[src/hdl/ajs_pkg.sv]
`default_nettype none
// ----------------------------------------------------------------------------
// ajs_pkg
// Types, constants and helpers shared by the Arakawa Jacobian stencil block.
// ----------------------------------------------------------------------------
package ajs_pkg;

  localparam int MAX_ROWS     = 128;
  localparam int MAX_COLS     = 128;
  localparam int SAMPLE_WIDTH = 32;
  localparam int DEPTH        = MAX_ROWS * MAX_COLS;
  localparam int ADDR_W       = $clog2(DEPTH);

  localparam int ACC_W  = 72;
  localparam int WIDE_W = 104;

  localparam logic [1:0] REG_ROWS     = 2'd0;
  localparam logic [1:0] REG_COLS     = 2'd1;
  localparam logic [1:0] REG_MANTISSA = 2'd2;
  localparam logic [1:0] REG_SHIFT    = 2'd3;

  localparam logic OP_LOAD  = 1'b0;
  localparam logic OP_QUERY = 1'b1;

  // neighbor slots, in read order
  localparam logic [2:0] NB_JE = 3'd0;
  localparam logic [2:0] NB_JW = 3'd1;
  localparam logic [2:0] NB_NI = 3'd2;
  localparam logic [2:0] NB_SI = 3'd3;
  localparam logic [2:0] NB_NE = 3'd4;
  localparam logic [2:0] NB_NW = 3'd5;
  localparam logic [2:0] NB_SE = 3'd6;
  localparam logic [2:0] NB_SW = 3'd7;

  localparam logic [3:0] NUM_TERMS = 4'd10;

  typedef struct packed {
    logic              op;
    logic [6:0]        row;
    logic [6:0]        col;
    logic signed [31:0] sample_a;
    logic signed [31:0] sample_b;
  } in_item_t;

  typedef struct packed {
    logic signed [31:0] jacobian_out;
    logic               saturated;
    logic               range_error;
  } out_item_t;

  typedef struct packed {
    logic       start;
    logic       rd_en;
    logic [2:0] rd_idx;
    logic       mac_en;
    logic [3:0] mac_idx;
    logic       acc_clr;
    logic       scl_en;
    logic [1:0] scl_idx;
    logic       shift_en;
    logic       out_load;
    logic       out_err;
  } dp_cmd_t;

  typedef struct packed {
    logic in_grid;
    logic out_free;
  } dp_stat_t;

  function automatic logic [ADDR_W-1:0] cell_addr(logic [6:0] r, logic [6:0] c);
    logic [31:0] a;
    a = 32'(r) * 32'(MAX_COLS) + 32'(c);
    return a[ADDR_W-1:0];
  endfunction

  function automatic logic [31:0] narrow_sample(logic [31:0] v);
    logic signed [SAMPLE_WIDTH-1:0] t;
    t = v[SAMPLE_WIDTH-1:0];
    return 32'(t);
  endfunction

endpackage
`default_nettype wire

[src/hdl/ajs_ctrl.sv]
`default_nettype none
// ----------------------------------------------------------------------------
// ajs_ctrl
// Sequencer for one query: neighbor reads, term MACs, scaling, output.
// ----------------------------------------------------------------------------
module ajs_ctrl (
  input  wire logic             clk,
  input  wire logic             rst,
  input  wire logic             in_accept,
  input  wire logic             in_op,
  input  wire ajs_pkg::dp_stat_t stat,
  output      logic             idle,
  output      ajs_pkg::dp_cmd_t  cmd
);

  typedef enum logic [8:0] {
    S_IDLE   = 9'b000000001,
    S_READ   = 9'b000000010,
    S_RWAIT  = 9'b000000100,
    S_MAC    = 9'b000001000,
    S_DRAIN  = 9'b000010000,
    S_SCALE  = 9'b000100000,
    S_SDRAIN = 9'b001000000,
    S_SHIFT  = 9'b010000000,
    S_OUT    = 9'b100000000
  } state_t;

  state_t     state, state_next;
  logic [3:0] cnt, cnt_next;
  logic       err, err_next;

  always_comb begin
    state_next = state;
    cnt_next   = cnt;
    err_next   = err;
    cmd        = '0;
    cmd.rd_idx  = cnt[2:0];
    cmd.mac_idx = cnt;
    cmd.scl_idx = cnt[1:0];
    cmd.out_err = err;
    unique case (state)
      S_IDLE: begin
        if (in_accept && in_op == ajs_pkg::OP_QUERY) begin
          cmd.start = 1'b1;
          cnt_next  = '0;
          err_next  = !stat.in_grid;
          state_next = stat.in_grid ? S_READ : S_OUT;
        end
      end
      S_READ: begin
        cmd.rd_en = 1'b1;
        cnt_next  = cnt + 4'd1;
        if (cnt[2:0] == ajs_pkg::NB_SW) begin
          state_next = S_RWAIT;
        end
      end
      S_RWAIT: begin
        cmd.acc_clr = 1'b1;
        cnt_next    = '0;
        state_next  = S_MAC;
      end
      S_MAC: begin
        cmd.mac_en = 1'b1;
        cnt_next   = cnt + 4'd1;
        if (cnt == ajs_pkg::NUM_TERMS - 4'd1) begin
          state_next = S_DRAIN;
        end
      end
      S_DRAIN: begin
        cnt_next   = '0;
        state_next = S_SCALE;
      end
      S_SCALE: begin
        cmd.scl_en = 1'b1;
        cnt_next   = cnt + 4'd1;
        if (cnt == 4'd2) begin
          state_next = S_SDRAIN;
        end
      end
      S_SDRAIN: begin
        state_next = S_SHIFT;
      end
      S_SHIFT: begin
        cmd.shift_en = 1'b1;
        state_next   = S_OUT;
      end
      S_OUT: begin
        if (stat.out_free) begin
          cmd.out_load = 1'b1;
          state_next   = S_IDLE;
        end
      end
      default: begin
        state_next = S_IDLE;
      end
    endcase
  end

  always_ff @(posedge clk) begin
    if (rst) begin
      state <= S_IDLE;
      cnt   <= '0;
      err   <= 1'b0;
    end else begin
      state <= state_next;
      cnt   <= cnt_next;
      err   <= err_next;
    end
  end

  assign idle = (state == S_IDLE);

`ifndef SYNTHESIS
  a_read_count: assert property (@(posedge clk) disable iff (rst)
    state == S_READ |-> cnt <= 4'd7)
    else $error("read counter out of range");
  a_mac_count: assert property (@(posedge clk) disable iff (rst)
    state == S_MAC |-> cnt < ajs_pkg::NUM_TERMS)
    else $error("term counter out of range");
`endif

endmodule
`default_nettype wire

[config.mk]
export PLATFORM = sky130hd
export DESIGN_NAME = ajs_ctrl
export DESIGN_NICKNAME = d
export VERILOG_FILES = /design/src/hdl/ajs_pkg.sv /design/src/hdl/ajs_ctrl.sv
export SDC_FILE = /design/constraint.sdc
export NUM_CORES = 1
export LEC_CHECK = 0
export BUFFER_PORTS_ARGS = -buffer_cell sky130_fd_sc_hd__buf_2
export CAP_MARGIN = 0
export CORE_MARGIN = 2
export CORE_UTILIZATION = 35
export CTS_CLUSTER_SIZE = 8
export DETAILED_ROUTE_END_ITERATION = 8
export SLEW_MARGIN = 20
export SYNTH_ARGS = -nofsm -noshare
export SYNTH_HDL_FRONTEND = slang
export SYNTH_SLANG_ARGS = --single-unit
[constraint.sdc]
create_clock -name clk -period 1.8 [get_ports clk]
set_input_delay 0.27 -clock clk [delete_from_list [all_inputs] [get_ports clk]]
set_output_delay 0.27 -clock clk [all_outputs]
set_load 0.005 [all_outputs]
* After elaboration in Yosys (flattened, before gate mapping)
Cells that the tools add are included.
** Operators by class
- Eq/ne operators :: 17
- $add $sub $neg :: 1
- Reductions and logical operators :: 8
- Multiplexer cells :: 18
** Operators by type and width (number)
- $pmux W9 S9 :: 1
- $mux W9 :: 6
- $pmux W4 S3 :: 1
- $eq A9 B1 Y1 const B :: 1
- $eq A9 B2 Y1 const B :: 1
- $eq A9 B3 Y1 const B :: 1
- $eq A9 B4 Y1 const B :: 1
- $eq A9 B5 Y1 const B :: 1
- $eq A9 B6 Y1 const B :: 1
- $eq A9 B7 Y1 const B :: 1
- $eq A9 B8 Y1 const B :: 1
- $eq A9 B9 Y1 const B :: 1
- $mux W1 :: 9
- $ne A2 B2 Y1 const B :: 4
- $reduce_and A5 Y1 :: 1
- $add A4 B1 Y4 const B :: 1
- $eq A4 B2 Y1 const B :: 1
- $eq A4 B4 Y1 const B :: 1
- $mux W4 :: 1
- $reduce_and A2 Y1 :: 2
- $eq A3 B3 Y1 const B :: 1
- $reduce_bool A3 Y1 :: 1
- $reduce_or A3 Y1 :: 1
- $ne A2 B1 Y1 const B :: 1
- 3 further kinds :: 3
** Storage, ports and cells
- Bits of input ports :: 6
- Output and inout port bits :: 18
- Flip-flop bits (word level) :: 14

* Longest topological paths before layout
Gate-level depths: netlist of the first run.
- Word-level depth :: 4
- Mapped depth :: 6

* Worst setup path before layout of the first run
Ideal clock, no wire load.
- Path kind :: reg-to-reg
- Start :: register cnt[0]
- End :: register state[0]
- Required time :: 1.668 ns
- Stages on the path, launching flop included :: 7
- Setup slack :: -0.016 ns
- Arrival :: 1.685 ns
- Library setup time :: 0.132 ns
- Cells stage by stage :: dfxtp_1 ha_1 ha_1 or3b_2 a211oi_1 o21a_1 o311ai_1
** Between the ends
- Cells in the longest elaborated chain, start to end :: 3
** Ends and longest elaborated chain
- start, declared :: RTL line ajs_ctrl.sv:29 : logic [3:0] cnt, cnt_next;
- start signal, assigned :: RTL line ajs_ctrl.sv:106 : cnt <= cnt_next;
- $eq A4 B2 Y1 (tied with other cells) :: RTL line ajs_ctrl.sv:76 : if (cnt == 4'd2) begin
- $ne A2 B2 Y1 (no source line)
- $reduce_and A5 Y1 (no source line) *
- end signal, assigned :: RTL line ajs_ctrl.sv:105 : state <= state_next;
- end, declared :: RTL line ajs_ctrl.sv:28 : state_t state, state_next;
Every way passes the cells marked *; elsewhere a longest branch is shown, timed or not.
A chain may end at the register's enable or synchronous reset.

==> metrics.md, run 1 <==
| Metric | Value |
|---|---|
| Gpl congestion | `0.849` |
| Switching share of power | `0.321` |
| CP Data Required Time | `1.53 ns` |
| Register bit total from synthesis | `14` |
| Initial DRT Pass Iterations | `4` |
| Std-Cell Rows | `19` |
| Hold Path Origin | `stat[0]` |
| Hold Path Class | `in2reg` |
| Syn_nets | `132` |
| ANT nets after route | `0` |
| Total gr overflow | `0` |
| Switching power | `0.249 mW` |
| Wire per inst | `16.3 microns` |
| Setup TNS | `-0.270 ns` |
| Starting DRT DRC Count | `57` |
| Max_cap viols | `0` |
| Clk sink count | `14` |
| Maximum fanout along the worst path | `4` |
| DR vias/cell | `5.82` |
| Final Hold Fails | `0` |
| Die width | `58.5 microns` |
| Critical Path End Type | `primary output` |
| GRT Total Usage | `0.190` |
| Setup WS pre-CTS | `-0.0608 ns` |
| CTS Buf Count | `3` |
| Commonest non-fill, non-tap cell in the layout | `buf_4` |
| Placeable Area | `0.00278 sq mm` |
| Hpwl dp | `2290 microns` |
| Peak VDD IR | `407 uV` |
| Reg2reg end | `state[0]$_SDFFE_PP1P_` |
| Final WS setup | `-0.164 ns` |
| Mapped Area | `0.00104 sq mm` |
| First-pass GRT wire length | `4970 microns` |
| Worst-case hold slack | `0.290 ns` |
| Die Area | `0.00342 sq mm` |
| Synth area leader | `dfxtp_1` |
| Min Tclk post-route | `1.96 ns` |
| Number of port buffers | `23` |
| RSZ-0062 raised after global routing | `true` |
| Critical Path Start Type | `register` |
| Crit-path max cell delay | `0.36 ns` |
| LEAKAGE | `0.671 nW` |
| Slew HR | `0.732` |
| Max Clock Skew | `0.00426 ns` |
| Post-synth EDFFs | `0` |
| Skew-Pair Late Insertion Delay | `0.29 ns` |
| Largest net degree at the start of global routing | `12` |
| Root Driver | `clkbuf_4` |
| CTS max path bufs | `2` |
| Tot Pwr | `0.773 mW` |
| ANT cells | `0` |
| Final layout net count | `178` |
| Synthesis Warnings | `0` |
| Main synth FF type | `dfxtp_1` |
| Initial antenna violation count | `0` |
| Pint | `0.525 mW` |
| Clk pin slew, worst setup/hold paths | `0.09 ns` |
| Vias in the first global route | `1,026` |
| Slowest cell on crit path | `dfxtp_2` |
| Setup slack, reg-to-reg | `0.01 ns` |
| Ranking of synthesized cells by area | `dfxtp_1, buf_4, ha_1` |
| Remaining DRCs | `0` |
| Area Overhead vs Synth | `42.6%` |
| Seq pwr share | `0.430` |
| Worst hold path depth | `3` |
| Crit-path cells | `nor4_4 > nand2b_1 > or3_4 > nor2_2 > buf_2` |
| Endpoints failing setup | `4` |
| Hold Path Sink | `state[8]$_SDFFE_PP0P_` |
| PwrDens | `522 mW/mm^2` |
| Commonest cells after routing, fill and taps aside | `buf_4, buf_2, nor2_1` |
| Worst r2r path cells | `6` |
| Initial Utilization | `0.374` |
| Clk pwr share | `0.238` |
| Type of the worst setup path | `reg2out` |
| Final period util | `1.09` |
| Reg2Reg Launch Point | `cnt[0]$_SDFFE_PP0P_` |
| Worst path top cell family by delay | `simple AND/OR/NAND/NOR gates` |
| Post-synthesis sequential area ratio | `0.270` |
| CTS Hold Bufs | `0` |
| H-tree Lvls | `1` |
| Actual slew at the worst max-slew pin | `0.402 ns` |
| Avg Inst Size Synth | `8.52 sq um` |
| Ys async rst share | `0` |
| Max-slew violations | `0` |
| Failing checks | `setup timing` |
| Count of different cell masters after synthesis | `49` |
| Syn Inst Count | `122` |
| Worst path buffer plus inverter count | `1` |
| Max Fclk | `0.509 GHz` |
| Gate power share | `0.332` |
| WP data arrival | `1.69 ns` |
| Synth top area share | `0.270` |
| Status | `finished, violations left` |
| I/O pin cnt | `24` |
| Fraction of layout cells with a size suffix above 1 | `0.500` |
| Drt total wl | `3210 microns` |
| CTS tree | `done` |
| Detailed-route via count | `1,146` |
| Die span in y | `58.5 microns` |
## synthesized netlist by cell type, types with 3 or more instances
library cell	instances
dfxtp_1	14
nor2_1	9
buf_4	8
nor3_1	7
inv_1	6
nand2_1	5
ha_1	4
nand4_1	4
or3_1	4
a31oi_1	3
nand2b_1	3
nand3b_1	3
nor3b_1	3
o21a_1	3
o21ai_0	3
xor2_1	3
## flip-flops by register name (all words and copies together) (netlist names)
signal and cells:
state 9, err 1, cnt 4
## per-stage QoR
step | area (sq um) | instances | util
after floorplan | 1040 | 122 | -
after global placement | 1260 | 184 | 0.454
after detailed placement | 1260 | 184 | 0.454
after CTS | 1370 | 189 | 0.493
after global routing | 1480 | 197 | 0.533
final | 1480 | 197 | 0.533
## power by group through the flow
stage / sequential [mW] / clock (mW) / combinational (mW)
2_1_floorplan: 0.333 / 0 / 0.125
3_3_place_gp: 0.337 / 0 / 0.197
3_5_place_dp: 0.338 / 0 / 0.198
4_1_cts: 0.332 / 0.189 / 0.222
5_1_grt: 0.333 / 0.201 / 0.275
6_report: 0.332 / 0.184 / 0.257
## area by class of cell
cell class                 instances  area [sq um]
fill                             245          1300
multi-input combinational         91           744
timing repair buffer              52           358
sequential                        14           297
tap                               31          38.8
clock buffer                       3          22.5
inverter                           6          22.5
## repair_timing
action,4_1_cts,5_1_grt
resized for setup,17,11
setup endpoints to repair,10,15
gates cloned,0,1
pin swaps,4,9
setup buffers,3,7
endpoints found under the hold margin,0,0
## kinds of logic after synthesis
group                      share of synthesized area
AOI/OAI and AO/OA                              0.203
xor gates and xnor gates                      0.0253
adders and majority gates                     0.0481
buffers and inverters                         0.0927
DFF                                            0.270
and+or+nand+nor                                0.361
## per-layer routing
layer | routed length, microns | vias up | track usage
li1 | - | 553 | -
met1 | 1410 | 547 | 0.255
met2 | 1590 | 40 | 0.307
met3 | 152 | 6 | 0.0308
met4 | 55 | 0 | 0.0698
met5 | 0 | - | 0
## worst max path at each step
stage / from / end / slack (ns) / depth (start not counted)
4_1_cts: state[3]$_SDFFE_PP0P_ / cmd[5] / -0.15 / 5
2_1_floorplan: cnt[1]$_SDFFE_PP0P_ / state[0]$_SDFFE_PP1P_ / 0.01 / 6
3_3_place_gp: cnt[0]$_SDFFE_PP0P_ / state[0]$_SDFFE_PP1P_ / 0.004 / 6
6_report: state[1]$_SDFFE_PP0P_ / cmd[5] / -0.16 / 5
3_5_place_dp: cnt[0]$_SDFFE_PP0P_ / state[0]$_SDFFE_PP1P_ / -0.06 / 6
5_1_grt: state[3]$_SDFFE_PP0P_ / cmd[5] / -0.22 / 5
## worst min-delay path: cells and delay by family
family / cells / cell delay (ns)
simple gates: 1 / 0.11
buf+inv: 1 / 0.09
compound gates: 1 / 0.06
(Power assumes the default switching activity.)
==> run 2: changes to the inputs <==
CORE_MARGIN = 1.5   (was 2)
REMOVE_ABC_BUFFERS = 1   (was unset)
==> run 2 against run 1 <==
The flow still finishes with violations (setup timing). Sequential cell count unchanged. Non-clock buffer count down 6. Critical path depth unchanged. Wire length down 0.34%. Total power up 7.0%.
==> metrics.md, run 2 (synthesized netlist as in run 1, its figures left out) <==
| Metric | Value |
|---|---|
| Status | `finished, violations left` |
| Failing checks | `setup timing` |
| Clk sink count | `14 (unchanged)` |
| Commonest non-fill, non-tap cell in the layout | `buf_2` |
| Min Tclk post-route | `1.98 ns (+0.0130 ns)` |
| Slew HR | `0.755 (+0.0237)` |
| Gpl congestion | `0.937 (+10%)` |
| Worst-case hold slack | `0.269 ns (-0.0219 ns)` |
| Actual slew at the worst max-slew pin | `0.364 ns (-0.0379 ns)` |
| Final period util | `1.10 (+0.00725)` |
| Std-Cell Rows | `19 (unchanged)` |
| Pint | `0.568 mW (+8.1%)` |
| Hold Path Class | `in2reg` |
| Wire per inst | `16.7 microns (+2.3%)` |
| Initial DRT Pass Iterations | `4 (unchanged)` |
| Setup slack, reg-to-reg | `-0.01 ns (-0.02 ns)` |
| H-tree Lvls | `1 (unchanged)` |
| Placed cell areas | `0.00121 sq mm (-4.3%)` |
| Total gr overflow | `0 (unchanged)` |
| Placeable Area | `0.00278 sq mm (unchanged)` |
| Post-route design area | `0.00148 sq mm (-0.42%)` |
| Initial Utilization | `0.374 (unchanged)` |
| Fraction of layout cells with a size suffix above 1 | `0.509 (+0.00932)` |
| RSZ-0062 raised after global routing | `true` |
| GRT Total Usage | `0.196 (+0.00607)` |
| WP data arrival | `1.71 ns (+0.02 ns)` |
| Commonest cells after routing, fill and taps aside | `buf_2, buf_4, nor2_1` |
| Skew-Pair Late Insertion Delay | `0.30 ns (about the same)` |
| PwrDens | `561 mW/mm^2 (+7.5%)` |
| Switching share of power | `0.314 (-0.00726)` |
| Die width | `57.5 microns (-1.7%)` |
| Max-slew violations | `0 (unchanged)` |
| Vias in the first global route | `989 (-3.6%)` |
| Largest net degree at the start of global routing | `12 (unchanged)` |
| Detailed-route via count | `1,122 (-2.1%)` |
| Hpwl dp | `2110 microns (-8.1%)` |
| Die span in y | `57.5 microns (-1.7%)` |
| CTS Hold Bufs | `0 (unchanged)` |
| Final WS setup | `-0.177 ns (-0.0130 ns)` |
| Fin util | `0.531 (-0.00225)` |
| CTS max path bufs | `2 (unchanged)` |
| Endpoints failing setup | `6 (+2)` |
| Number of flip-flops in the largest register | `9 (unchanged)` |
| Switching power | `0.260 mW (+4.6%)` |
| Gate power share | `0.307 (-0.025)` |
| Die Area | `0.00331 sq mm (-3.4%)` |
| CP Data Required Time | `1.53 ns (about the same)` |
| Area Overhead vs Synth | `42.0%` |
| Setup WS pre-CTS | `-0.0573 ns (+0.00354 ns)` |
| Remaining DRCs | `0 (unchanged)` |
| ANT nets after route | `0 (unchanged)` |
| Critical Path End Type | `primary output` |
| Initial antenna violation count | `0 (unchanged)` |
| Reg with most FFs | `state` |
| Drt total wl | `3200 microns (-0.34%)` |
| CTS tree | `done` |
| LEAKAGE | `0.653 nW (-2.6%)` |
| Starting DRT DRC Count | `26 (-54%)` |
| Max Clock Skew | `0.00417 ns (-0.0000838 ns)` |
| First-pass GRT wire length | `4950 microns (-0.54%)` |
| Seq pwr share | `0.401 (-0.029)` |
| Clk pin slew, worst setup/hold paths | `0.09 ns (about the same)` |
| ANT cells | `0 (unchanged)` |
| Final layout net count | `172 (-3.4%)` |
| Clk pwr share | `0.293 (+0.055)` |
| Type of the worst setup path | `reg2out` |
| Max Fclk | `0.506 GHz (-0.66%)` |
| CTS Buf Count | `3 (unchanged)` |
| Max_cap viols | `0 (unchanged)` |
| Peak VDD IR | `425 uV (+4.6%)` |
| Maximum fanout along the worst path | `4 (unchanged)` |
| Number of port buffers | `23 (unchanged)` |
| Critical Path Start Type | `register` |
| Largest regs | `state: 9 flops, cnt: 4 flops, err: 1 flops` |
| Final Hold Fails | `0 (unchanged)` |
| DR vias/cell | `5.84 (+0.46%)` |
| Tot Pwr | `0.828 mW (+7.0%)` |
| I/O pin cnt | `24 (unchanged)` |
| Root Driver | `clkbuf_4` |
==> run 2: metal layers <==
layer  global-route usage  vias to the layer above  routed length, microns
met2                0.334                       38                    1590
li1                     -                      537                       -
met4               0.0299                        0                      29
met1                0.255                      542                    1410
met5                    0                        -                       0
met3               0.0476                        5                     172
==> run 2: worst max-delay path, stage by stage (launching register included) <==
cell and delay [ns]:
dfxtp_4 0.38, nor4_4 0.36, nand2b_1 0.12, or3_4 0.36
nor2_2 0.08, buf_2 0.11
==> run 2: worst paths after layout <==
kind	cells past startpoint	from	end
setup / recovery	5	state[0]$_SDFFE_PP1P_	cmd[5]
hold reg to reg	1	err$_SDFFE_PP0P_	err$_SDFFE_PP0P_
hold / removal	3	stat[1]	state[1]$_SDFFE_PP0P_
setup reg to reg	7	state[3]$_SDFFE_PP0P_	cnt[1]$_SDFFE_PP0P_
==> run 2: power by group through the flow <==
stage	clock network (mW)	registers (mW)	logic, mW
2_1_floorplan	0	0.341	0.105
3_3_place_gp	0	0.338	0.184
3_5_place_dp	0	0.338	0.185
4_1_cts	0.239	0.333	0.205
5_1_grt	0.266	0.332	0.272
6_report	0.242	0.332	0.254
==> run 2: cell type report <==
class,instances,area (sq um)
repair buffers,46,307
well taps,31,38.8
fillers,266,1310
clock buffers,4,36.3
inverters,6,22.5
flip-flops and latches,14,299
multi-input cells,91,773
==> run 2: repair_timing <==
action	4_1_cts	5_1_grt
gates resized for setup	19	18
setup buffers	6	7
endpoints found under the setup margin	12	13
hold endpoints to repair	0	0
pin swaps	9	11
==> run 2: through the flow <==
stage               std cells  TNS (ns)
floorplan                 111   -0.0577
global placement          177         0
detailed placement        177   -0.0709
CTS                       186    -0.404
global route              192     -1.02
finish                    192    -0.387
==> run 3: changes to the inputs <==
SKIP_LAST_GASP = 1   (was unset)
==> run 3 against run 2 <==
Register-to-register slack worse by 0.05 ns. Sequential power hardly changed. Total power decreased by 1.9%. Clock power is essentially flat. Critical path depth unchanged. Sequential share of layout area up 0.43 points. Count of clock-buffer cells in the layout is the same. Via count is 2.7% lower. Die area unchanged. The flow still finishes with violations (setup timing). Final cell count fell by 1.6%.
==> metrics.md, run 3 (synthesized netlist as in run 1, its figures left out) <==
| Metric | Value |
|---|---|
| Reg2Reg Launch Point | `state[3]$_SDFFE_PP0P_` |
| Std-Cell Rows | `19 (unchanged)` |
| Largest net degree at the start of global routing | `12 (unchanged)` |
| Failing checks | `setup timing` |
| Max Fclk | `0.507 GHz (+0.27%)` |
| Slew HR | `0.717 (-0.0387)` |
| Worst path top cell family by delay | `simple AND/OR/NAND/NOR gates` |
| Drt total wl | `3090 microns (-3.4%)` |
| Peak VDD IR | `425 uV (about the same)` |
| Final layout net count | `169 (-1.7%)` |
| Worst r2r path cells | `7 (unchanged)` |
| Final WS setup | `-0.172 ns (+0.00523 ns)` |
| Initial antenna violation count | `0 (unchanged)` |
| Fraction of layout cells with a size suffix above 1 | `0.481 (-0.0283)` |
| Hpwl dp | `2110 microns (unchanged)` |
| Root Driver | `clkbuf_4` |
| Final period util | `1.10 (-0.00290)` |
| PwrDens | `568 mW/mm^2 (+1.4%)` |
| Hold Path Class | `in2reg` |
| Endpoints failing setup | `5 (-1)` |
| Initial Utilization | `0.374 (unchanged)` |
| Commonest non-fill, non-tap cell in the layout | `buf_2` |
| Total gr overflow | `0 (unchanged)` |
| Slowest cell on crit path | `dfxtp_4` |
| Remaining DRCs | `0 (unchanged)` |
| Number of flip-flops in the largest register | `9 (unchanged)` |
| Met3 global-route usage | `0.0476 (unchanged)` |
| Number of port buffers | `23 (unchanged)` |
| Initial DRT Pass Iterations | `4 (unchanged)` |
| Detailed-route via count | `1,092 (-2.7%)` |
| Clk pin slew, worst setup/hold paths | `0.09 ns (about the same)` |
| Die width | `57.5 microns (unchanged)` |
| Critical Path End Type | `primary output` |
| CP Data Required Time | `1.53 ns (about the same)` |
| Reg2reg end | `cnt[1]$_SDFFE_PP0P_` |
| LEAKAGE | `0.635 nW (-2.8%)` |
| Placeable Area | `0.00278 sq mm (unchanged)` |
| Worst hold path depth | `3 (unchanged)` |
| Setup TNS | `-0.429 ns (-0.0423 ns)` |
| RSZ-0062 raised after global routing | `true` |
| Wire per inst | `16.3 microns (-1.9%)` |
| Type of the worst setup path | `reg2out` |
| WP data arrival | `1.70 ns (about the same)` |
| Min Tclk post-route | `1.97 ns (-0.00523 ns)` |
| Starting DRT DRC Count | `38 (+46%)` |
| Reg with most FFs | `state` |
| Final Hold Fails | `0 (unchanged)` |
| Hold Path Origin | `stat[1]` |
| Largest regs | `state: 9 flops, cnt: 4 flops, err: 1 flops` |
| Setup slack, reg-to-reg | `-0.06 ns (-0.05 ns)` |
| Actual slew at the worst max-slew pin | `0.425 ns (+0.0604 ns)` |
| GRT Max-Usage Layer | `met2` |
| Fin util | `0.513 (-0.0175)` |
| Die span in y | `57.5 microns (unchanged)` |
| Gpl congestion | `0.937 (unchanged)` |
| CTS Buf Count | `3 (unchanged)` |
| Hold Path Sink | `state[1]$_SDFFE_PP0P_` |
| I/O pin cnt | `24 (unchanged)` |
| Max Clock Skew | `0.00186 ns (-0.00231 ns)` |
| CTS max path bufs | `2 (unchanged)` |
| Max_cap viols | `0 (unchanged)` |
| Maximum fanout along the worst path | `3 (-1)` |
| First-pass GRT wire length | `4950 microns (unchanged)` |
| Crit-path cells | `nor4_4 > nand2b_1 > or3_4 > nor2_1 > buf_2` |
| Worst path buffer plus inverter count | `1 (unchanged)` |
| CTS tree | `done` |
| Skew-Pair Late Insertion Delay | `0.30 ns (about the same)` |
| ANT cells | `0 (unchanged)` |
| Status | `finished, violations left` |
| Die Area | `0.00331 sq mm (unchanged)` |
| Max-slew violations | `0 (unchanged)` |
| H-tree Lvls | `1 (unchanged)` |
| Met2 GRT Util | `0.334 (unchanged)` |
| Vias in the first global route | `992 (+0.30%)` |
| GRT Total Usage | `0.196 (unchanged)` |
| Clk sink count | `14 (unchanged)` |
| Crit-path max cell delay | `0.37 ns (about the same)` |
| Grt met1 use | `0.255 (unchanged)` |
| Area Overhead vs Synth | `37.3%` |
| Commonest cells after routing, fill and taps aside | `buf_2, buf_4, nor2_1` |
| ANT nets after route | `0 (unchanged)` |
| Critical Path Start Type | `register` |
| DR vias/cell | `5.78 (-1.1%)` |
| Setup WS pre-CTS | `-0.0573 ns (unchanged)` |
[run 3: layer usage]
| layer | share of wire | wire (microns) | vias to the layer above |
|---|---|---|---|
| met2 | 0.49 | 1530 | 28 |
| met1 | 0.45 | 1390 | 524 |
| met5 | 0 | 0 | - |
| met4 | 0.010 | 32 | 0 |
| li1 | - | - | 534 |
| met3 | 0.046 | 143 | 6 |
[run 3: area by class of cell]
class,instances,area (sq um)
Clock buffer,4,36.3
Sequential cell,14,295
Timing Repair Buffer,43,273
Inverter,6,22.5
Tap cell,31,38.8
Fill cell,269,1350
Multi-Input combinational cell,91,762
[run 3: repair_timing]
item                                    in CTS  in global routing
gates resized for setup                     18                 12
pin swaps                                    6                 11
hold buffers                                 0                  0
endpoints found under the setup margin      12                 13
endpoints found under the hold margin        0                  0
setup buffers                                6                  3
[run 3: power by group]
part	switching [mW]	total (mW)	internal, mW
Clock	0.120	0.244	0.124
Sequential	0.0169	0.333	0.316
Combinational	0.119	0.234	0.115
Total	0.256	0.811	0.555
[run 3: per-stage QoR]
step | hold WS, ns | cell area, sq um | power (mW) | instances
2_1_floorplan | 0.339 | 966 | 0.446 | 111
3_3_place_gp | 0.479 | 1210 | 0.521 | 177
3_5_place_dp | 0.486 | 1210 | 0.523 | 177
4_1_cts | 0.287 | 1360 | 0.777 | 186
5_1_grt | 0.282 | 1430 | 0.853 | 189
6_report | 0.265 | 1430 | 0.811 | 189
[run 3: how the worst max path moves through the flow]
stage                     startpoint                     to  slack [ns]  cells after the start
6_report       state[3]$_SDFFE_PP0P_                 cmd[5]       -0.17                      5
5_1_grt        state[3]$_SDFFE_PP0P_                 cmd[5]       -0.25                      5
4_1_cts        state[3]$_SDFFE_PP0P_                 cmd[5]       -0.15                      5
3_5_place_dp     cnt[0]$_SDFFE_PP0P_  state[0]$_SDFFE_PP1P_       -0.06                      6
3_3_place_gp     cnt[0]$_SDFFE_PP0P_  state[0]$_SDFFE_PP1P_        0.01                      6
2_1_floorplan    cnt[0]$_SDFFE_PP0P_  state[0]$_SDFFE_PP1P_       -0.05                      6
[run 3: tightest hold or removal path, stage by stage]
cell and delay, ns:
buf_2 0.11, nand4_1 0.09, a21oi_1 0.06
